**config.mk**
```make
export PLATFORM = sky130hd
export DESIGN_NAME = literal_header_block_parser_top
export DESIGN_NICKNAME = d
export VERILOG_FILES = /design/src/rtl/core/lhbp_pkg.sv /design/src/rtl/core/literal_header_block_parser_top.sv /design/src/rtl/core/lhbp_in_reg.sv /design/src/rtl/core/lhbp_parser.sv /design/src/rtl/core/lhbp_out_reg.sv
export SDC_FILE = /design/constraint.sdc
export NUM_CORES = 1
export LEC_CHECK = 0
export ABC_AREA = 1
export BUFFER_PORTS_ARGS = -buffer_cell sky130_fd_sc_hd__buf_2
export CORE_UTILIZATION = 45
export CTS_CLUSTER_SIZE = 28
export DETAILED_ROUTE_END_ITERATION = 6
export PLACE_DENSITY_LB_ADDON = 0.05
export SETUP_SLACK_MARGIN = 0.02
export SLEW_MARGIN = 25
export SYNTH_ARGS = -nofsm -noshare
export SYNTH_HDL_FRONTEND = slang
export SYNTH_SLANG_ARGS = --single-unit
```
**constraint.sdc**
```tcl
create_clock -name clk -period 4.5 [get_ports clk]
set_input_delay 0 -clock clk [delete_from_list [all_inputs] [get_ports clk]]
set_output_delay 0 -clock clk [all_outputs]
set_load 0.1 [all_outputs]
```
**src/rtl/core/lhbp_pkg.sv**
```systemverilog
// shared constants, string tables, types and match helpers of the header block parser
package lhbp_pkg;

	localparam int MAX_BLOCK_BYTES = 4096;
	localparam int POS_W = $clog2(MAX_BLOCK_BYTES + 1);
	localparam int ACC_W = $clog2(4 * MAX_BLOCK_BYTES);
	localparam logic [ACC_W-1:0] ACC_CAP = ACC_W'(4 * MAX_BLOCK_BYTES - 1);
	localparam int OFF_W = 12;
	localparam int LEN_W = 13;

	localparam logic [7:0] PREFIX_MASK = 8'he0;
	localparam logic [7:0] PREFIX_CODE = 8'h20;
	localparam logic [7:0] VARINT_MASK = 8'h3f;

	// name table indexes
	localparam int NUM_NAMES = 7;
	localparam int NM_METHOD = 0;
	localparam int NM_PROTOCOL = 1;
	localparam int NM_SCHEME = 2;
	localparam int NM_PATH = 3;
	localparam int NM_AUTHORITY = 4;
	localparam int NM_ORIGIN = 5;
	localparam int NM_STATUS = 6;
	localparam int NAME_MAX = 10;

	// value table indexes
	localparam int NUM_VALUES = 4;
	localparam int VL_CONNECT = 0;
	localparam int VL_WEBTRANSPORT = 1;
	localparam int VL_HTTPS = 2;
	localparam int VL_OK = 3;
	localparam int VALUE_MAX = 12;

	localparam int NUM_CAPS = 3;

	// strings are right aligned, first character in the highest used byte
	localparam logic [NAME_MAX*8-1:0] NAME_STR [NUM_NAMES] = '{
		":method", ":protocol", ":scheme", ":path", ":authority", "origin", ":status"
	};
	localparam int NAME_SIZE [NUM_NAMES] = '{7, 9, 7, 5, 10, 6, 7};

	localparam logic [VALUE_MAX*8-1:0] VALUE_STR [NUM_VALUES] = '{
		"CONNECT", "webtransport", "https", "200"
	};
	localparam int VALUE_SIZE [NUM_VALUES] = '{7, 12, 5, 3};

	typedef struct packed {
		logic [7:0] block_byte;
		logic       last;
	} lhbp_item_t;

	typedef struct packed {
		logic             rejected;
		logic             method_is_connect;
		logic             protocol_is_webtransport;
		logic             scheme_is_https;
		logic             status_is_ok;
		logic [2:0]       present_mask;
		logic [OFF_W-1:0] path_start;
		logic [LEN_W-1:0] path_length;
		logic [OFF_W-1:0] authority_start;
		logic [LEN_W-1:0] authority_length;
		logic [OFF_W-1:0] origin_start;
		logic [LEN_W-1:0] origin_length;
	} lhbp_result_t;

	function automatic logic name_hit(input int k, input logic [POS_W-1:0] idx,
			input logic [7:0] b);
		int sh;
		logic [NAME_MAX*8-1:0] s;
		if (int'(idx) >= NAME_SIZE[k]) return 1'b0;
		s = NAME_STR[k];
		sh = (NAME_SIZE[k] - 1 - int'(idx)) * 8;
		return s[sh +: 8] == b;
	endfunction

	function automatic logic value_hit(input int k, input logic [POS_W-1:0] idx,
			input logic [7:0] b);
		int sh;
		logic [VALUE_MAX*8-1:0] s;
		if (int'(idx) >= VALUE_SIZE[k]) return 1'b0;
		s = VALUE_STR[k];
		sh = (VALUE_SIZE[k] - 1 - int'(idx)) * 8;
		return s[sh +: 8] == b;
	endfunction

endpackage

```
**src/rtl/core/literal_header_block_parser_top.sv**
```systemverilog
// Header block parser: takes one byte of a header block per transfer and returns one verdict
// per block. The input channel (in_valid, in_stall, block_byte, end_of_block) carries the
// block in order; end_of_block marks its last byte. The output channel (out_valid, out_stall
// and the result fields) carries one result per block: rejected, the four value flags,
// present_mask and the start and length of the path, authority and origin values.
// Throughput is one byte per cycle while in_stall is low; each byte is parsed combinationally
// between the input register and the parse state registers, with small compares against the
// name and value tables and a 14-bit varint accumulator.
// The final byte is held in the input register, parsed, and its result written to the output
// register, which drives out_valid.
// When the receiver stalls, the result holds in the output register and bytes keep flowing;
// in_stall rises only when the next block's final byte reaches the input register while the
// previous result is still held.
// Reset (arst_n low) puts the parser at the start of a block and drops any pending byte or
// result; blocks are parsed independently, the parser restarts after each final byte.
module literal_header_block_parser_top
	import lhbp_pkg::*;
(
	input  logic             clk,
	input  logic             arst_n,
	input  logic             in_valid,
	output logic             in_stall,
	input  logic [7:0]       block_byte,
	input  logic             end_of_block,
	output logic             out_valid,
	input  logic             out_stall,
	output logic             rejected,
	output logic             method_is_connect,
	output logic             protocol_is_webtransport,
	output logic             scheme_is_https,
	output logic             status_is_ok,
	output logic [2:0]       present_mask,
	output logic [OFF_W-1:0] path_start,
	output logic [LEN_W-1:0] path_length,
	output logic [OFF_W-1:0] authority_start,
	output logic [LEN_W-1:0] authority_length,
	output logic [OFF_W-1:0] origin_start,
	output logic [LEN_W-1:0] origin_length
);

	lhbp_item_t   in_item;
	lhbp_item_t   item_s1;
	logic         take;
	logic         out_busy;
	logic         push;
	lhbp_result_t res;
	lhbp_result_t out_res;

	assign in_item.block_byte = block_byte;
	assign in_item.last = end_of_block;

	lhbp_in_reg u_in_reg (
		.clk      (clk),
		.arst_n   (arst_n),
		.in_valid (in_valid),
		.in_item  (in_item),
		.out_busy (out_busy),
		.in_stall (in_stall),
		.take     (take),
		.item_s1  (item_s1)
	);

	lhbp_parser u_parser (
		.clk    (clk),
		.arst_n (arst_n),
		.take   (take),
		.item   (item_s1),
		.push   (push),
		.res    (res)
	);

	lhbp_out_reg u_out_reg (
		.clk       (clk),
		.arst_n    (arst_n),
		.push      (push),
		.res       (res),
		.out_stall (out_stall),
		.out_valid (out_valid),
		.out_busy  (out_busy),
		.out_res   (out_res)
	);

	assign rejected = out_res.rejected;
	assign method_is_connect = out_res.method_is_connect;
	assign protocol_is_webtransport = out_res.protocol_is_webtransport;
	assign scheme_is_https = out_res.scheme_is_https;
	assign status_is_ok = out_res.status_is_ok;
	assign present_mask = out_res.present_mask;
	assign path_start = out_res.path_start;
	assign path_length = out_res.path_length;
	assign authority_start = out_res.authority_start;
	assign authority_length = out_res.authority_length;
	assign origin_start = out_res.origin_start;
	assign origin_length = out_res.origin_length;

endmodule

```
**src/rtl/core/lhbp_in_reg.sv**
```systemverilog
// input register stage, holds the final byte of a block while the result slot is busy
module lhbp_in_reg
	import lhbp_pkg::*;
(
	input  logic       clk,
	input  logic       arst_n,
	input  logic       in_valid,
	input  lhbp_item_t in_item,
	input  logic       out_busy,
	output logic       in_stall,
	output logic       take,
	output lhbp_item_t item_s1
);

	logic valid_s1;

	// a final byte may only be parsed when its result has somewhere to go
	assign take = valid_s1 && !(item_s1.last && out_busy);
	assign in_stall = valid_s1 && !take;

	always_ff @(posedge clk or negedge arst_n) begin
		if (!arst_n) begin
			valid_s1 <= 1'b0;
		end else if (!in_stall) begin
			valid_s1 <= in_valid;
		end
	end

	always_ff @(posedge clk) begin
		if (!in_stall && in_valid) begin
			item_s1 <= in_item;
		end
	end

endmodule

```
**src/rtl/core/lhbp_parser.sv**
```systemverilog
// per byte parse state and next state logic, builds the result on the final byte
module lhbp_parser
	import lhbp_pkg::*;
(
	input  logic         clk,
	input  logic         arst_n,
	input  logic         take,
	input  lhbp_item_t   item,
	output logic         push,
	output lhbp_result_t res
);

	typedef enum logic [2:0] {
		PH_INSERT,
		PH_BASE,
		PH_PREFIX,
		PH_NAMELEN,
		PH_NAME,
		PH_VALLEN,
		PH_VALUE
	} phase_t;

	phase_t ph_q, ph_n;
	logic [2:0] vbl_q, vbl_n;
	logic [ACC_W-1:0] acc_q, acc_n;
	logic [POS_W-1:0] pos_q, pos_n;
	logic [POS_W-1:0] fbl_q, fbl_n;
	logic [POS_W-1:0] nlen_q, nlen_n;
	logic [NUM_NAMES-1:0] nmv_q, nmv_n;
	logic [NUM_VALUES-1:0] vmv_q, vmv_n;
	logic [POS_W-1:0] vstart_q, vstart_n;
	logic err_q, err_n;
	logic [6:0] flag_q, flag_n;
	logic [OFF_W-1:0] cap_start_q [NUM_CAPS];
	logic [OFF_W-1:0] cap_start_n [NUM_CAPS];
	logic [LEN_W-1:0] cap_len_q [NUM_CAPS];
	logic [LEN_W-1:0] cap_len_n [NUM_CAPS];

	logic [7:0] b;
	logic [ACC_W+7:0] acc_wide;
	logic [POS_W-1:0] idx;
	logic [POS_W-1:0] fin_end;
	logic [POS_W-1:0] fin_len;
	logic fin;
	logic rej;

	assign b = item.block_byte;
	assign push = take && item.last;

	always_comb begin
		ph_n = ph_q;
		vbl_n = vbl_q;
		acc_n = acc_q;
		pos_n = pos_q;
		fbl_n = fbl_q;
		nlen_n = nlen_q;
		nmv_n = nmv_q;
		vmv_n = vmv_q;
		vstart_n = vstart_q;
		err_n = err_q;
		flag_n = flag_q;
		cap_start_n = cap_start_q;
		cap_len_n = cap_len_q;
		acc_wide = '0;
		idx = '0;
		fin = 1'b0;
		fin_end = '0;
		fin_len = '0;
		rej = 1'b0;
		res = '0;

		if (take) begin
			if (!err_q) begin
				if (pos_q >= POS_W'(MAX_BLOCK_BYTES)) begin
					err_n = 1'b1;
				end else begin
					unique case (ph_q)
						PH_PREFIX: begin
							if ((b & PREFIX_MASK) != PREFIX_CODE) begin
								err_n = 1'b1;
							end else begin
								ph_n = PH_NAMELEN;
								vbl_n = '0;
							end
						end
						PH_NAME: begin
							idx = nlen_q - fbl_q;
							for (int k = 0; k < NUM_NAMES; k++) begin
								if (!name_hit(k, idx, b)) nmv_n[k] = 1'b0;
							end
							fbl_n = fbl_q - 1'b1;
							if (fbl_n == '0) begin
								for (int k = 0; k < NUM_NAMES; k++) begin
									if (NAME_SIZE[k] != int'(nlen_q)) nmv_n[k] = 1'b0;
								end
								ph_n = PH_VALLEN;
								vbl_n = '0;
							end
						end
						PH_VALUE: begin
							idx = pos_q - vstart_q;
							for (int k = 0; k < NUM_VALUES; k++) begin
								if (!value_hit(k, idx, b)) vmv_n[k] = 1'b0;
							end
							fbl_n = fbl_q - 1'b1;
							if (fbl_n == '0) begin
								for (int k = 0; k < NUM_VALUES; k++) begin
									if (VALUE_SIZE[k] != int'(idx) + 1) vmv_n[k] = 1'b0;
								end
								fin = 1'b1;
								fin_end = pos_q + 1'b1;
							end
						end
						PH_INSERT, PH_BASE, PH_NAMELEN, PH_VALLEN: begin
							if (vbl_q == '0) begin
								// leading two bits give the varint length
								vbl_n = 3'((4'd1 << b[7:6]) - 4'd1);
								acc_n = ACC_W'(b & VARINT_MASK);
							end else begin
								acc_wide = {acc_q, b};
								if (acc_q > (ACC_CAP >> 8) || acc_wide > (ACC_W + 8)'(ACC_CAP)) begin
									acc_n = ACC_CAP;
								end else begin
									acc_n = acc_wide[ACC_W-1:0];
								end
								vbl_n = vbl_q - 1'b1;
							end
							if (vbl_n == '0) begin
								unique case (ph_q)
									PH_INSERT: begin
										if (acc_n != '0) err_n = 1'b1;
										ph_n = PH_BASE;
									end
									PH_BASE: begin
										if (acc_n != '0) err_n = 1'b1;
										ph_n = PH_PREFIX;
									end
									PH_NAMELEN: begin
										if (acc_n > ACC_W'(MAX_BLOCK_BYTES)) begin
											err_n = 1'b1;
										end else begin
											nlen_n = acc_n[POS_W-1:0];
											fbl_n = acc_n[POS_W-1:0];
											if (acc_n == '0) begin
												nmv_n = '0;
												ph_n = PH_VALLEN;
											end else begin
												nmv_n = '1;
												ph_n = PH_NAME;
											end
										end
									end
									default: begin
										if (acc_n > ACC_W'(MAX_BLOCK_BYTES)) begin
											err_n = 1'b1;
										end else begin
											vstart_n = pos_q + 1'b1;
											fbl_n = acc_n[POS_W-1:0];
											if (acc_n == '0) begin
												// no known value is empty
												vmv_n = '0;
												fin = 1'b1;
												fin_end = pos_q + 1'b1;
											end else begin
												vmv_n = '1;
												ph_n = PH_VALUE;
											end
										end
									end
								endcase
							end
						end
						default: begin
							err_n = 1'b1;
						end
					endcase

					if (fin) begin
						fin_len = fin_end - vstart_n;
						if (nmv_q[NM_METHOD] && vmv_n[VL_CONNECT]) flag_n[0] = 1'b1;
						if (nmv_q[NM_PROTOCOL] && vmv_n[VL_WEBTRANSPORT]) flag_n[1] = 1'b1;
						if (nmv_q[NM_SCHEME] && vmv_n[VL_HTTPS]) flag_n[2] = 1'b1;
						if (nmv_q[NM_STATUS] && vmv_n[VL_OK]) flag_n[3] = 1'b1;
						for (int k = 0; k < NUM_CAPS; k++) begin
							if (nmv_q[NM_PATH + k]) begin
								flag_n[4 + k] = 1'b1;
								cap_start_n[k] = vstart_n[OFF_W-1:0];
								cap_len_n[k] = LEN_W'(fin_len);
							end
						end
						ph_n = PH_PREFIX;
					end
				end
			end

			if (pos_q < POS_W'(MAX_BLOCK_BYTES)) pos_n = pos_q + 1'b1;

			if (item.last) begin
				rej = err_n || ph_n != PH_PREFIX;
				res.rejected = rej;
				if (!rej) begin
					res.method_is_connect = flag_n[0];
					res.protocol_is_webtransport = flag_n[1];
					res.scheme_is_https = flag_n[2];
					res.status_is_ok = flag_n[3];
					res.present_mask = flag_n[6:4];
					res.path_start = cap_start_n[0];
					res.path_length = cap_len_n[0];
					res.authority_start = cap_start_n[1];
					res.authority_length = cap_len_n[1];
					res.origin_start = cap_start_n[2];
					res.origin_length = cap_len_n[2];
				end
				// back to the start of a block
				ph_n = PH_INSERT;
				vbl_n = '0;
				acc_n = '0;
				pos_n = '0;
				fbl_n = '0;
				nlen_n = '0;
				nmv_n = '1;
				vmv_n = '1;
				vstart_n = '0;
				err_n = 1'b0;
				flag_n = '0;
				for (int k = 0; k < NUM_CAPS; k++) begin
					cap_start_n[k] = '0;
					cap_len_n[k] = '0;
				end
			end
		end
	end

	always_ff @(posedge clk or negedge arst_n) begin
		if (!arst_n) begin
			ph_q <= PH_INSERT;
			vbl_q <= '0;
			acc_q <= '0;
			pos_q <= '0;
			fbl_q <= '0;
			nlen_q <= '0;
			nmv_q <= '1;
			vmv_q <= '1;
			vstart_q <= '0;
			err_q <= 1'b0;
			flag_q <= '0;
			for (int k = 0; k < NUM_CAPS; k++) begin
				cap_start_q[k] <= '0;
				cap_len_q[k] <= '0;
			end
		end else begin
			ph_q <= ph_n;
			vbl_q <= vbl_n;
			acc_q <= acc_n;
			pos_q <= pos_n;
			fbl_q <= fbl_n;
			nlen_q <= nlen_n;
			nmv_q <= nmv_n;
			vmv_q <= vmv_n;
			vstart_q <= vstart_n;
			err_q <= err_n;
			flag_q <= flag_n;
			cap_start_q <= cap_start_n;
			cap_len_q <= cap_len_n;
		end
	end

`ifndef SYNTH
	a_rej_clears_fields: assert property (@(posedge clk) disable iff (!arst_n)
		push && res.rejected |-> res.present_mask == '0 && !res.method_is_connect
			&& !res.protocol_is_webtransport && !res.scheme_is_https && !res.status_is_ok)
		else $error("rejected block carries flags");
	a_restart_after_result: assert property (@(posedge clk) disable iff (!arst_n)
		push |=> pos_q == '0 && ph_q == PH_INSERT && !err_q && flag_q == '0)
		else $error("parser not back at block start after result");
	a_pos_bounded: assert property (@(posedge clk) disable iff (!arst_n)
		pos_q <= POS_W'(MAX_BLOCK_BYTES) && vstart_q <= POS_W'(MAX_BLOCK_BYTES))
		else $error("byte position out of range");
	a_present_has_capture: assert property (@(posedge clk) disable iff (!arst_n)
		ph_q == PH_VALUE && !err_q |-> fbl_q != '0)
		else $error("value phase with no bytes left");
`endif

endmodule

```
**src/rtl/core/lhbp_out_reg.sv**
```systemverilog
// result register toward the receiver
module lhbp_out_reg
	import lhbp_pkg::*;
(
	input  logic         clk,
	input  logic         arst_n,
	input  logic         push,
	input  lhbp_result_t res,
	input  logic         out_stall,
	output logic         out_valid,
	output logic         out_busy,
	output lhbp_result_t out_res
);

	logic valid_q;
	lhbp_result_t res_q;

	// a push only comes when the slot is free or being drained this cycle
	assign out_busy = valid_q && out_stall;
	assign out_valid = valid_q;
	assign out_res = res_q;

	always_ff @(posedge clk or negedge arst_n) begin
		if (!arst_n) begin
			valid_q <= 1'b0;
		end else begin
			valid_q <= out_busy || push;
		end
	end

	always_ff @(posedge clk) begin
		if (push) begin
			res_q <= res;
		end
	end

endmodule
```
-- Word level (Yosys, flattened, before mapping)
Cells that the tools add are included.
- register bits: 260
- output and inout bits: 85
- logic and storage cells: 422
- add/subtract/negate cells: 17
- order comparisons: 14
- equality and inequality tests: 37
- shift operators: 12
- multiplexer cells: 265
- bitwise gates (word level): 2
- reductions and logical operators: 42
- operators by type and width (kind ; count):
    80-bit by 32-bit variable part select with 8-bit output, first input constant ; 7
    13-bit 2-to-1 mux ; 35
    96-bit by 32-bit variable part select with 8-bit output, first input constant ; 4
    1-bit 2-to-1 mux ; 156
    39-bit 2-to-1 mux ; 4
    36-bit 2-to-1 mux ; 4
    14-bit 2-to-1 mux ; 10
    8-bit equality test ; 11
    7-bit 2-to-1 mux ; 12
    3-bit by 13-bit subtractor with 14-bit output, first input constant ; 5
    13-bit by 3-bit >= comparator with 1-bit output, second input constant ; 5
    4-bit by 32-bit inequality test with 1-bit output, first input constant ; 2
    3-bit 2-to-1 mux ; 21
    13-bit one-hot mux with 2 select lines ; 2
    4-bit 2-to-1 mux ; 11
    4-bit by 13-bit subtractor with 14-bit output, first input constant ; 3
    13-bit by 4-bit >= comparator with 1-bit output, second input constant ; 3
    4-bit by 13-bit inequality test with 1-bit output, first input constant ; 3
    13-bit subtractor ; 3
    12-bit 2-to-1 mux ; 3
    3-bit by 32-bit inequality test with 1-bit output, first input constant ; 1
    5-bit by 32-bit inequality test with 1-bit output, first input constant ; 1
    3-bit one-hot mux with 3 select lines ; 3
    5-bit by 13-bit inequality test with 1-bit output, first input constant ; 2
    other kinds (42) ; 78

-- Depth between registers and ports, before layout
Gate-level depths: netlist of the first run.
- depth in word-level cells: 25
- depth in mapped cells: 31
- gate-level depth less buffers: 31

-- By module
Synthesis of the first run repeated with hierarchy kept, for this count alone.
- cells, all modules: 2371
- area total of the unflattened synthesis: 17207.8 um2
- modules (own cells, without submodules) (module ; instances ; cells each ; area each (um2) ; seq. area each (um2)):
    lhbp_parser ; 1 ; 2266 ; 14348.8 ; 4167.7
    lhbp_out_reg ; 1 ; 88 ; 2532.4 ; 2517.4
    lhbp_in_reg ; 1 ; 17 ; 326.6 ; 295.3

-- Worst setup path after synthesis of the first run
Ideal clock, no wire load.
- path kind: flip-flop to flip-flop
- from: register u_in_reg.item_s1[7] (netlist name)
- to: register u_out_reg.res_q (netlist bit u_out_reg.out_res[12]) (data pin)
- library setup time: 0.252 ns
- data arrival time: 3.947 ns
- setup slack: 0.301 ns
- stages on the path, launching flop included: 29
- path buffers: 2
- clock period less this slack: 4.199 ns
- path through: edfxtp_1 -> clkbuf_1 -> nor2_1 -> a21oi_1 -> ha_1 -> xor2_1 -> nand2_1 -> nor3_1 -> nand2_1 -> buf_2 -> o21ai_1 -> ha_1 -> inv_1 -> fa_1 -> nand3_1 -> nand2_1 -> nand2_1 -> o211ai_1 -> nand2_1 -> nand2_1 -> nand2_1 -> nand2_1 -> a21o_1 -> a21oi_1 -> inv_1 -> nand2_1 -> nand3_1 -> nand2_1 -> nor2_2
- cells in the longest elaborated chain, start to end: 24
- ends and longest elaborated chain (element ; RTL line ; source):
    parallel branches: the longest is 24 deep, another holds 22-bit by 14-bit > comparator with 1-bit output ; n/a ;
    end signal: assignment ; lhbp_out_reg.sv:33 ; res_q <= res;
    end: declaration ; lhbp_out_reg.sv:16 ; lhbp_result_t res_q;
Parallel ways; which one is timed is not known. The select of a mux whose other input is x is not followed.
A chain may end at the register's enable or synchronous reset.

-- Worst setup path after layout of the first run
- from: register u_parser.vbl_q[0]
- to: register u_out_reg.res_q (netlist bit u_out_reg.out_res[11]) (data pin)
- cells in the longest elaborated chain, start to end: 22
- ends and longest elaborated chain (element ; RTL line ; source):
    start: declaration ; lhbp_parser.sv:24 ; logic [2:0] vbl_q, vbl_n;
    start signal: assignment ; lhbp_parser.sv:253 ; vbl_q <= vbl_n;
    parallel branches: the longest is 22 deep, another holds 14-bit by 13-bit > comparator with 1-bit output ; n/a ;
Parallel ways; which one is timed is not known. The select of a mux whose other input is x is not followed.

==> qor.csv, run 1 <==
stage;metric;value;unit
drt;vias;16130;
timing;fin_crit;4.268;ns
drt;wl_per_cell;17.28;um
synthesis;ys_ff_latch;260;
synthesis;ys.warnings.count;0;
power;p_leak;9.203;nW
setup_path;cp.arrival;4.59;ns
clock_network;clk_path_buf_depth;3;
drt;wirelength;52530;um
drt;drt_first_pass_iters;7;
final_layout;final_cell_area;0.02001;mm^2
clock_network;clk_latency;0.58;ns
floorplan;ios;98;
synthesis;ys.flop_type;dfrtp_1;
timing;finalSetupViolations;0;
synthesis;synth-compound-area-share;12.85;%
power;seq_power_share;19.3;%
timing;worst_hold_slack;0.1409;ns
synthesis;synthMuxAreaShare;0.3036;%
floorplan;start_util;45.84;%
setup_path;required;4.82;ns
synthesis;synth_area;0.01731;mm^2
placement;placed_area;0.01857;mm^2
power;combPwrFrac;64.8;%
min_path;min_path_type;input pin to register;
power;p_per_area;769.8;mW/mm^2
power;clock_power_share;15.9;%
global_route;grt_antenna_before_repair;0;
synthesis;synth_sequential_area_ratio;40.33;%
drt;first_iter_violations;1052;
clock_network;clkTransAtPathRegs;0.07;ns
timing;skew;0.01345;ns
floorplan;fp.dieW;198.1;um
synthesis;ys_async_sr_fraction;64.62;%
final_layout;mostFrequentLayoutCells;649 x nand2_1, 254 x inv_1, 208 x nor2_1;
clock_network;cts_buffers;31;
drt;viasPerCell;5.307;
power;switching_share;53.59;%
timing;slew_headroom;45.95;%
timing;hold_viol_final;0;
timing;final.setup.tns;0;ns
setup_path;critPathMaxFanout;13;
power;ir_drop;0.0009890;V
synthesis;synth_edf_count;92;
synthesis;postSynthAreaPerCell;7.336;um^2
setup_path;startpoint_type;register;
setup_path;critPathKind;register to register;
synthesis;synth_top_family_by_area;simple AND/OR/NAND/NOR gates;
timing;drv_slew;0;
global_route;overflow;0;
clock_network;cts-htree-levels;1;
timing;fmax;234.3;MHz
global_route;grt.total_usage;26.85;%
placement;place_inst;2954;
clock_network;cts_sinks;260;
floorplan;die-height;198.1;um
global_route;grt_pass1_wl;82780;um
job;drv_cap;0;
final_layout;syn_to_final_growth;15.59;%
synthesis;syn_nets;2433;
placement;hpwl;38730;um
power;p_int;0.007147;W
timing;worst_pin_slew;0.8078;ns
setup_path;cp-end-kind;register;
status;outcome;finished clean;
final_layout;antenna_cells;0;
final_layout;nets;2578;
power;switchingPower;0.008252;W
timing;fin_crit_sh;94.84;%
global_route;grt_max_degree;108;
power;power;0.01540;W
floorplan;rows;71;
clock_network;cts_tree;built;
synthesis;yosys.area_share.xor_xnor;3.383;%
synthesis;syn_inst;2359;
placement;gp_congestion;0.9034;
floorplan;coreArea;0.03776;mm^2
clock_network;cts-root-buf;clkbuf_16;
placement;port_buffers;97;
synthesis;ys_types;51;
final_layout;final_common_cell;nand2_1;
synthesis;synth-simple-area-share;30.26;%
timing;rsz0062_at_grt;true;
final_layout;stdcell_count;3040;
drt;ant_nets;0;
final_layout;drive_gt1_share;14.55;%
global_route;grt_pass1_vias;15070;
synthesis;synth_fa_ha_area_share;4.540;%
floorplan;die-area;0.03925;mm^2
drt;drc;0;
[logic make-up (layout without fill, tap and decap cells)]
group / Yosys count / after routing
AOI/OAI and AO/OA: 408 / 408
xor gates and xnor gates: 66 / 66
adders and majority gates: 61 / 61
buffers and inverters: 355 / 524
DFF: 260 / 260
muxes: 5 / 5
and+or+nand+nor: 1204 / 1205
[timing repair]
action                                 in CTS  in global routing
endpoints found under the hold margin      72                  0
buffers inserted                            0                 11
hold buffers                               15                  0
setup endpoints to repair                   0                 43
gates resized for setup                     0                 48
[critical path, stage by stage (launching register included)]
cell and delay (ns):
dfrtp_1 0.43, nor3_4 0.22, buf_4 0.15, a31oi_4 0.08, ha_1 0.22, xor2_1 0.21
nand2_1 0.16, nor3_4 0.26, nand2_2 0.12, buf_4 0.20, inv_2 0.10, nand2_1 0.06
o21ai_1 0.20, ha_4 0.27, nand2_1 0.06, a21oi_1 0.04, a211oi_1 0.19, o21ai_1 0.15
nand2_1 0.08, nand2_1 0.05, nand2_1 0.05, nand2_1 0.08, nand2_1 0.06, nand2_1 0.06
a21oi_2 0.12, xnor2_1 0.12, mux2i_1 0.21, nor2_2 0.06
[cell usage after synthesis, types with 3 or more instances]
library cell,n,share of area (%)
edfxtp_1,92,16
clkbuf_1,55,1.2
clkinv_2,3,0.087
buf_4,5,0.22
inv_2,8,0.17
dfrtp_1,157,23
inv_1,259,5.6
ha_1,58,4.2
fa_1,3,0.35
and2_1,3,0.11
nand4_1,48,1.7
nand3b_1,4,0.17
nand2_2,6,0.22
nor4_1,8,0.29
o21ai_1,52,1.5
or2_2,7,0.25
nor2_1,218,4.7
nor2_4,4,0.26
buf_6,10,0.65
a31oi_1,6,0.22
o22ai_1,62,2.2
mux2i_1,3,0.17
nand3_4,5,0.51
o21ai_0,181,5.2
nor3_1,25,0.72
dfstp_2,11,1.7
clkinv_1,3,0.065
o211ai_1,7,0.30
nand3_1,168,4.9
a21oi_2,5,0.25
a21oi_1,76,2.2
nand2_1,650,14
nor2_2,51,1.8
o21bai_1,3,0.13
nand3_2,3,0.17
a211oi_1,6,0.26
xnor2_1,14,0.71
a21o_1,4,0.17
buf_2,10,0.29
xor2_1,51,2.6
[per-stage QoR]
stage,utilization [%],setup slack (ns)
3_3_place_gp,49.18,0.1854
2_1_floorplan,-,0.3012
6_report,52.99,0.2324
3_5_place_dp,49.18,0.1110
5_1_grt,52.99,-0.05902
4_1_cts,52.20,0.1015
[area by class of cell]
class	count	area [um^2]
fillers	3672	17750
multi-input cells	1745	9077
flip-flops and latches	260	6982
repair buffers	192	1275
inverters	273	1037
clock buffers	44	874.6
well taps	511	639.4
clock inverters	14	115.1
repair inverters	1	5.005
[power by group through the flow]
stage	combinational [W]	sequential (W)	clock [W]
floorplan	0.00714	0.00316	0
global placement	0.00953	0.00300	0
detailed placement	0.00961	0.00300	0
CTS	0.00966	0.00296	0.00251
global route	0.0113	0.00300	0.00259
finish	0.00998	0.00297	0.00245
[metal layers]
metal | part of all wire (%) | wire length, um | vias up | track usage [%]
met4 | 2.0 | 1063 | 0 | 5.771
met2 | 50 | 26300 | 366 | 48.04
met1 | 44 | 23170 | 7637 | 34.92
met5 | 0 | 0 | - | 0
met3 | 3.8 | 1994 | 67 | 2.589
li1 | - | - | 8062 | -
[worst paths after layout]
| path | from | endpoint | slack [ns] | depth (start not counted) |
|---|---|---|---|---|
| max reg2reg | u_parser.vbl_q[0]$_DFFE_PN0P_ | u_out_reg.out_res[11]$_SDFFCE_PP0P_ | 0.23 | 27 |
| max in group asynchronous | arst_n | u_parser.cap_start_q[15]$_DFFE_PN0P_ | 2.71 | 4 |
| min reg2reg | u_parser.nmv_q[2]$_DFFE_PN1P_ | u_parser.nmv_q[2]$_DFFE_PN1P_ | 0.46 | 2 |
| max | u_parser.vbl_q[0]$_DFFE_PN0P_ | u_out_reg.out_res[11]$_SDFFCE_PP0P_ | 0.23 | 27 |
| min | block_byte[1] | u_in_reg.item_s1[2]$_DFFE_PP_ | 0.14 | 2 |
| min in group asynchronous | arst_n | u_parser.cap_start_q[34]$_DFFE_PN0P_ | 0.51 | 3 |
[flip-flops by register name (all words and copies together), names as in the netlist, 13 cells and up]
name                  cells
u_out_reg.out_res        83
u_parser.acc_q           14
u_parser.cap_len_q       39
u_parser.cap_start_q     36
u_parser.fbl_q           13
u_parser.nlen_q          13
u_parser.pos_q           13
u_parser.vstart_q        13
(Power assumes the default switching activity.)
==> inputs of run 2 (changes only) <==
--- a/config.mk
+++ b/config.mk
@@ -10,6 +10,7 @@
 export CORE_UTILIZATION = 45
 export CTS_CLUSTER_SIZE = 28
 export DETAILED_ROUTE_END_ITERATION = 6
+export HOLD_SLACK_MARGIN = 0.08
 export PLACE_DENSITY_LB_ADDON = 0.05
 export SETUP_SLACK_MARGIN = 0.02
 export SLEW_MARGIN = 25
==> constraint.sdc (replaced) <==
create_clock -name clk -period 4.5 [get_ports clk]
set_input_delay 0.9 -clock clk [delete_from_list [all_inputs] [get_ports clk]]
set_output_delay 0.9 -clock clk [all_outputs]
set_load 0.1 [all_outputs]
==> qor.csv, run 2 (same netlist as run 1, synthesis figures left out) <==
stage;metric;value;unit;change
power;ir_drop;0.001288;V;+30%
global_route;grt_pass1_vias;15320;;+1.7%
status;outcome;finished clean;;
timing;fmax;235.5;MHz;+0.49%
min_path;min_path_type;input pin to asynchronous set/reset pin;;
timing;hold_viol_final;0;;unchanged
placement;gp_congestion;0.9377;;+3.8%
setup_path;regToRegEndpoint;u_out_reg.out_res[36]$_SDFFCE_PP0P_;;
final_layout;multi_input_area;0.009046;mm^2;-0.34%
clock_network;cts_buffers;31;;unchanged
timing;finalSetupViolations;0;;unchanged
power;power;0.01555;W;+0.98%
job;drv_cap;0;;unchanged
placement;port_buffers;97;;unchanged
placement;placed_area;0.01855;mm^2;about the same
power;p_leak;9.129;nW;-0.80%
clock_network;clk_path_buf_depth;3;;unchanged
setup_path;cp.arrival;4.57;ns;-0.02 ns
setup_path;crit_family;simple AND/OR/NAND/NOR gates;;
floorplan;start_util;45.84;%;unchanged
drt;drt_first_pass_iters;6;;-1
timing;worst_pin_slew;0.9085;ns;+0.1007 ns
setup_path;crit_buf_inv;4;;+1
setup_path;startpoint_type;register;;
final_layout;largest_reg_flops;83;;unchanged
timing;skew;0.01471;ns;+0.001261 ns
global_route;grt_antenna_before_repair;0;;unchanged
global_route;grt_max_degree;89;;-18%
timing;worst_slack;0.2532;ns;+0.02081 ns
clock_network;cts-htree-levels;1;;unchanged
global_route;grt.total_usage;26.97;%;+0.12 points
clock_network;cts-root-buf;clkbuf_16;;
drt;first_iter_violations;1177;;+12%
clock_network;cts_sinks;260;;unchanged
clock_network;clkTransAtPathRegs;0.06;ns;about the same
floorplan;die-area;0.03925;mm^2;unchanged
setup_path;cp-end-kind;register;;
drt;vias;16180;;+0.31%
drt;wirelength;52030;um;-0.94%
final_layout;final_common_cell;nand2_1;;
timing;fin_crit_sh;94.37;%;-0.46 points
setup_path;critPathMostFrequentCell;nand2_1;;
clock_network;clk_latency;0.58;ns;about the same
timing;slew_headroom;39.43;%;-6.5 points
timing;fin_crit;4.247;ns;-0.02081 ns
setup_path;required;4.83;ns;about the same
setup_path;critPathMaxFanout;8;;-5
final_layout;syn_to_final_growth;14.47;%;
setup_path;rr_worst_depth;29;;+7.4%
drt;wl_per_cell;17.21;um;-0.38%
final_layout;final_cell_area;0.01981;mm^2;-0.98%
floorplan;fp.dieW;198.1;um;unchanged
floorplan;ios;98;;unchanged
global_route;overflow;0;;unchanged
placement;hpwl;39200;um;+1.2%
global_route;grt_pass1_wl;82980;um;+0.24%
drt;drc;0;;unchanged
floorplan;coreArea;0.03776;mm^2;unchanged
clock_network;cts_tree;built;;
timing;drv_slew;0;;unchanged
setup_path;r2r_start;u_parser.fbl_q[1]$_DFFE_PN0P_;;
final_layout;fin_util;52.47;%;-0.52 points
final_layout;mostFrequentLayoutCells;648 x nand2_1, 255 x inv_1, 214 x nor2_1;;
setup_path;r2r_slack;0.25;ns;+0.02 ns
final_layout;nets;2560;;-0.70%
setup_path;slowest_delay;0.36;ns;-0.07 ns
clock_network;hold_buffers;0;;-15
placement;pre_cts_slack;0.1091;ns;-0.001878 ns
drt;ant_nets;0;;unchanged
drt;viasPerCell;5.353;;+0.87%
final_layout;drive_gt1_share;14.54;%;-0.015 points
timing;worst_hold_slack;0.3590;ns;+0.2180 ns
power;p_per_area;784.9;mW/mm^2;+2.0%
final_layout;regArea;0.006980;mm^2;about the same
setup_path;crit_slowest_cell;dfrtp_1;;
floorplan;rows;71;;unchanged
setup_path;critPathKind;register to register;;
floorplan;die-height;198.1;um;unchanged
final_layout;n_fill_cell;3724;;+1.4%
## run 2: changes by cell type in the layout (fill, tap and decap cells not counted), sizes merged
cell / delta
diode: +1
clkbuf: -4
nand2: -1
buf: -1
inv: +1
bufinv: +3
dlygate4sd3: -15
clkinv: -1
## run 2: per-layer routing
metal / part of all wire, % / wire length (um) / global-route usage (%)
met1: 43 / 22430 / 34.39
met2: 49 / 25750 / 46.84
met3: 3.7 / 1906 / 2.776
met4: 3.7 / 1946 / 10.45
met5: 0 / 0 / 0
## run 2: worst max-delay path by stage
stage / start / to / slack, ns / depth (start not counted)
floorplan: u_in_reg.item_s1[7]$_DFFE_PP_ / u_out_reg.out_res[12]$_SDFFCE_PP0P_ / 0.30 / 28
global route: u_parser.fbl_q[1]$_DFFE_PN0P_ / u_out_reg.out_res[36]$_SDFFCE_PP0P_ / -0.14 / 29
finish: u_parser.fbl_q[1]$_DFFE_PN0P_ / u_out_reg.out_res[36]$_SDFFCE_PP0P_ / 0.25 / 29
detailed placement: u_parser.fbl_q[0]$_DFFE_PN0P_ / u_out_reg.out_res[36]$_SDFFCE_PP0P_ / 0.11 / 30
global placement: u_parser.fbl_q[0]$_DFFE_PN0P_ / u_out_reg.out_res[36]$_SDFFCE_PP0P_ / 0.27 / 30
CTS: u_parser.fbl_q[0]$_DFFE_PN0P_ / u_out_reg.out_res[36]$_SDFFCE_PP0P_ / 0.08 / 30
## run 2: power by group
group	internal, W	total, W	switching, W
combinational	0.00299	0.0100	0.00706
clock	0.00150	0.00253	0.00103
sequential	0.00275	0.00297	0.000227
total	0.00723	0.0155	0.00832
## run 2: layout make-up
class / count / share of cell area [%]
Antenna cell: 1 / 0.01263
Clock buffer: 40 / 4.086
Clock inverter: 18 / 1.061
Inverter: 273 / 5.217
Multi-Input combinational cell: 1744 / 45.66
Sequential cell: 260 / 35.24
Tap cell: 511 / 3.227
Timing Repair Buffer: 176 / 5.495
## run 2: per-stage QoR
step,std cells,setup TNS [ns]
finish,3023,0
global route,3022,-1.405
floorplan,2359,0
global placement,2955,0
detailed placement,2955,0
CTS,3013,0
## run 2: timing repair
action | 4_1_cts | 5_1_grt
setup endpoints to repair | 0 | 45
buffers inserted | 0 | 9
resized for setup | 0 | 39
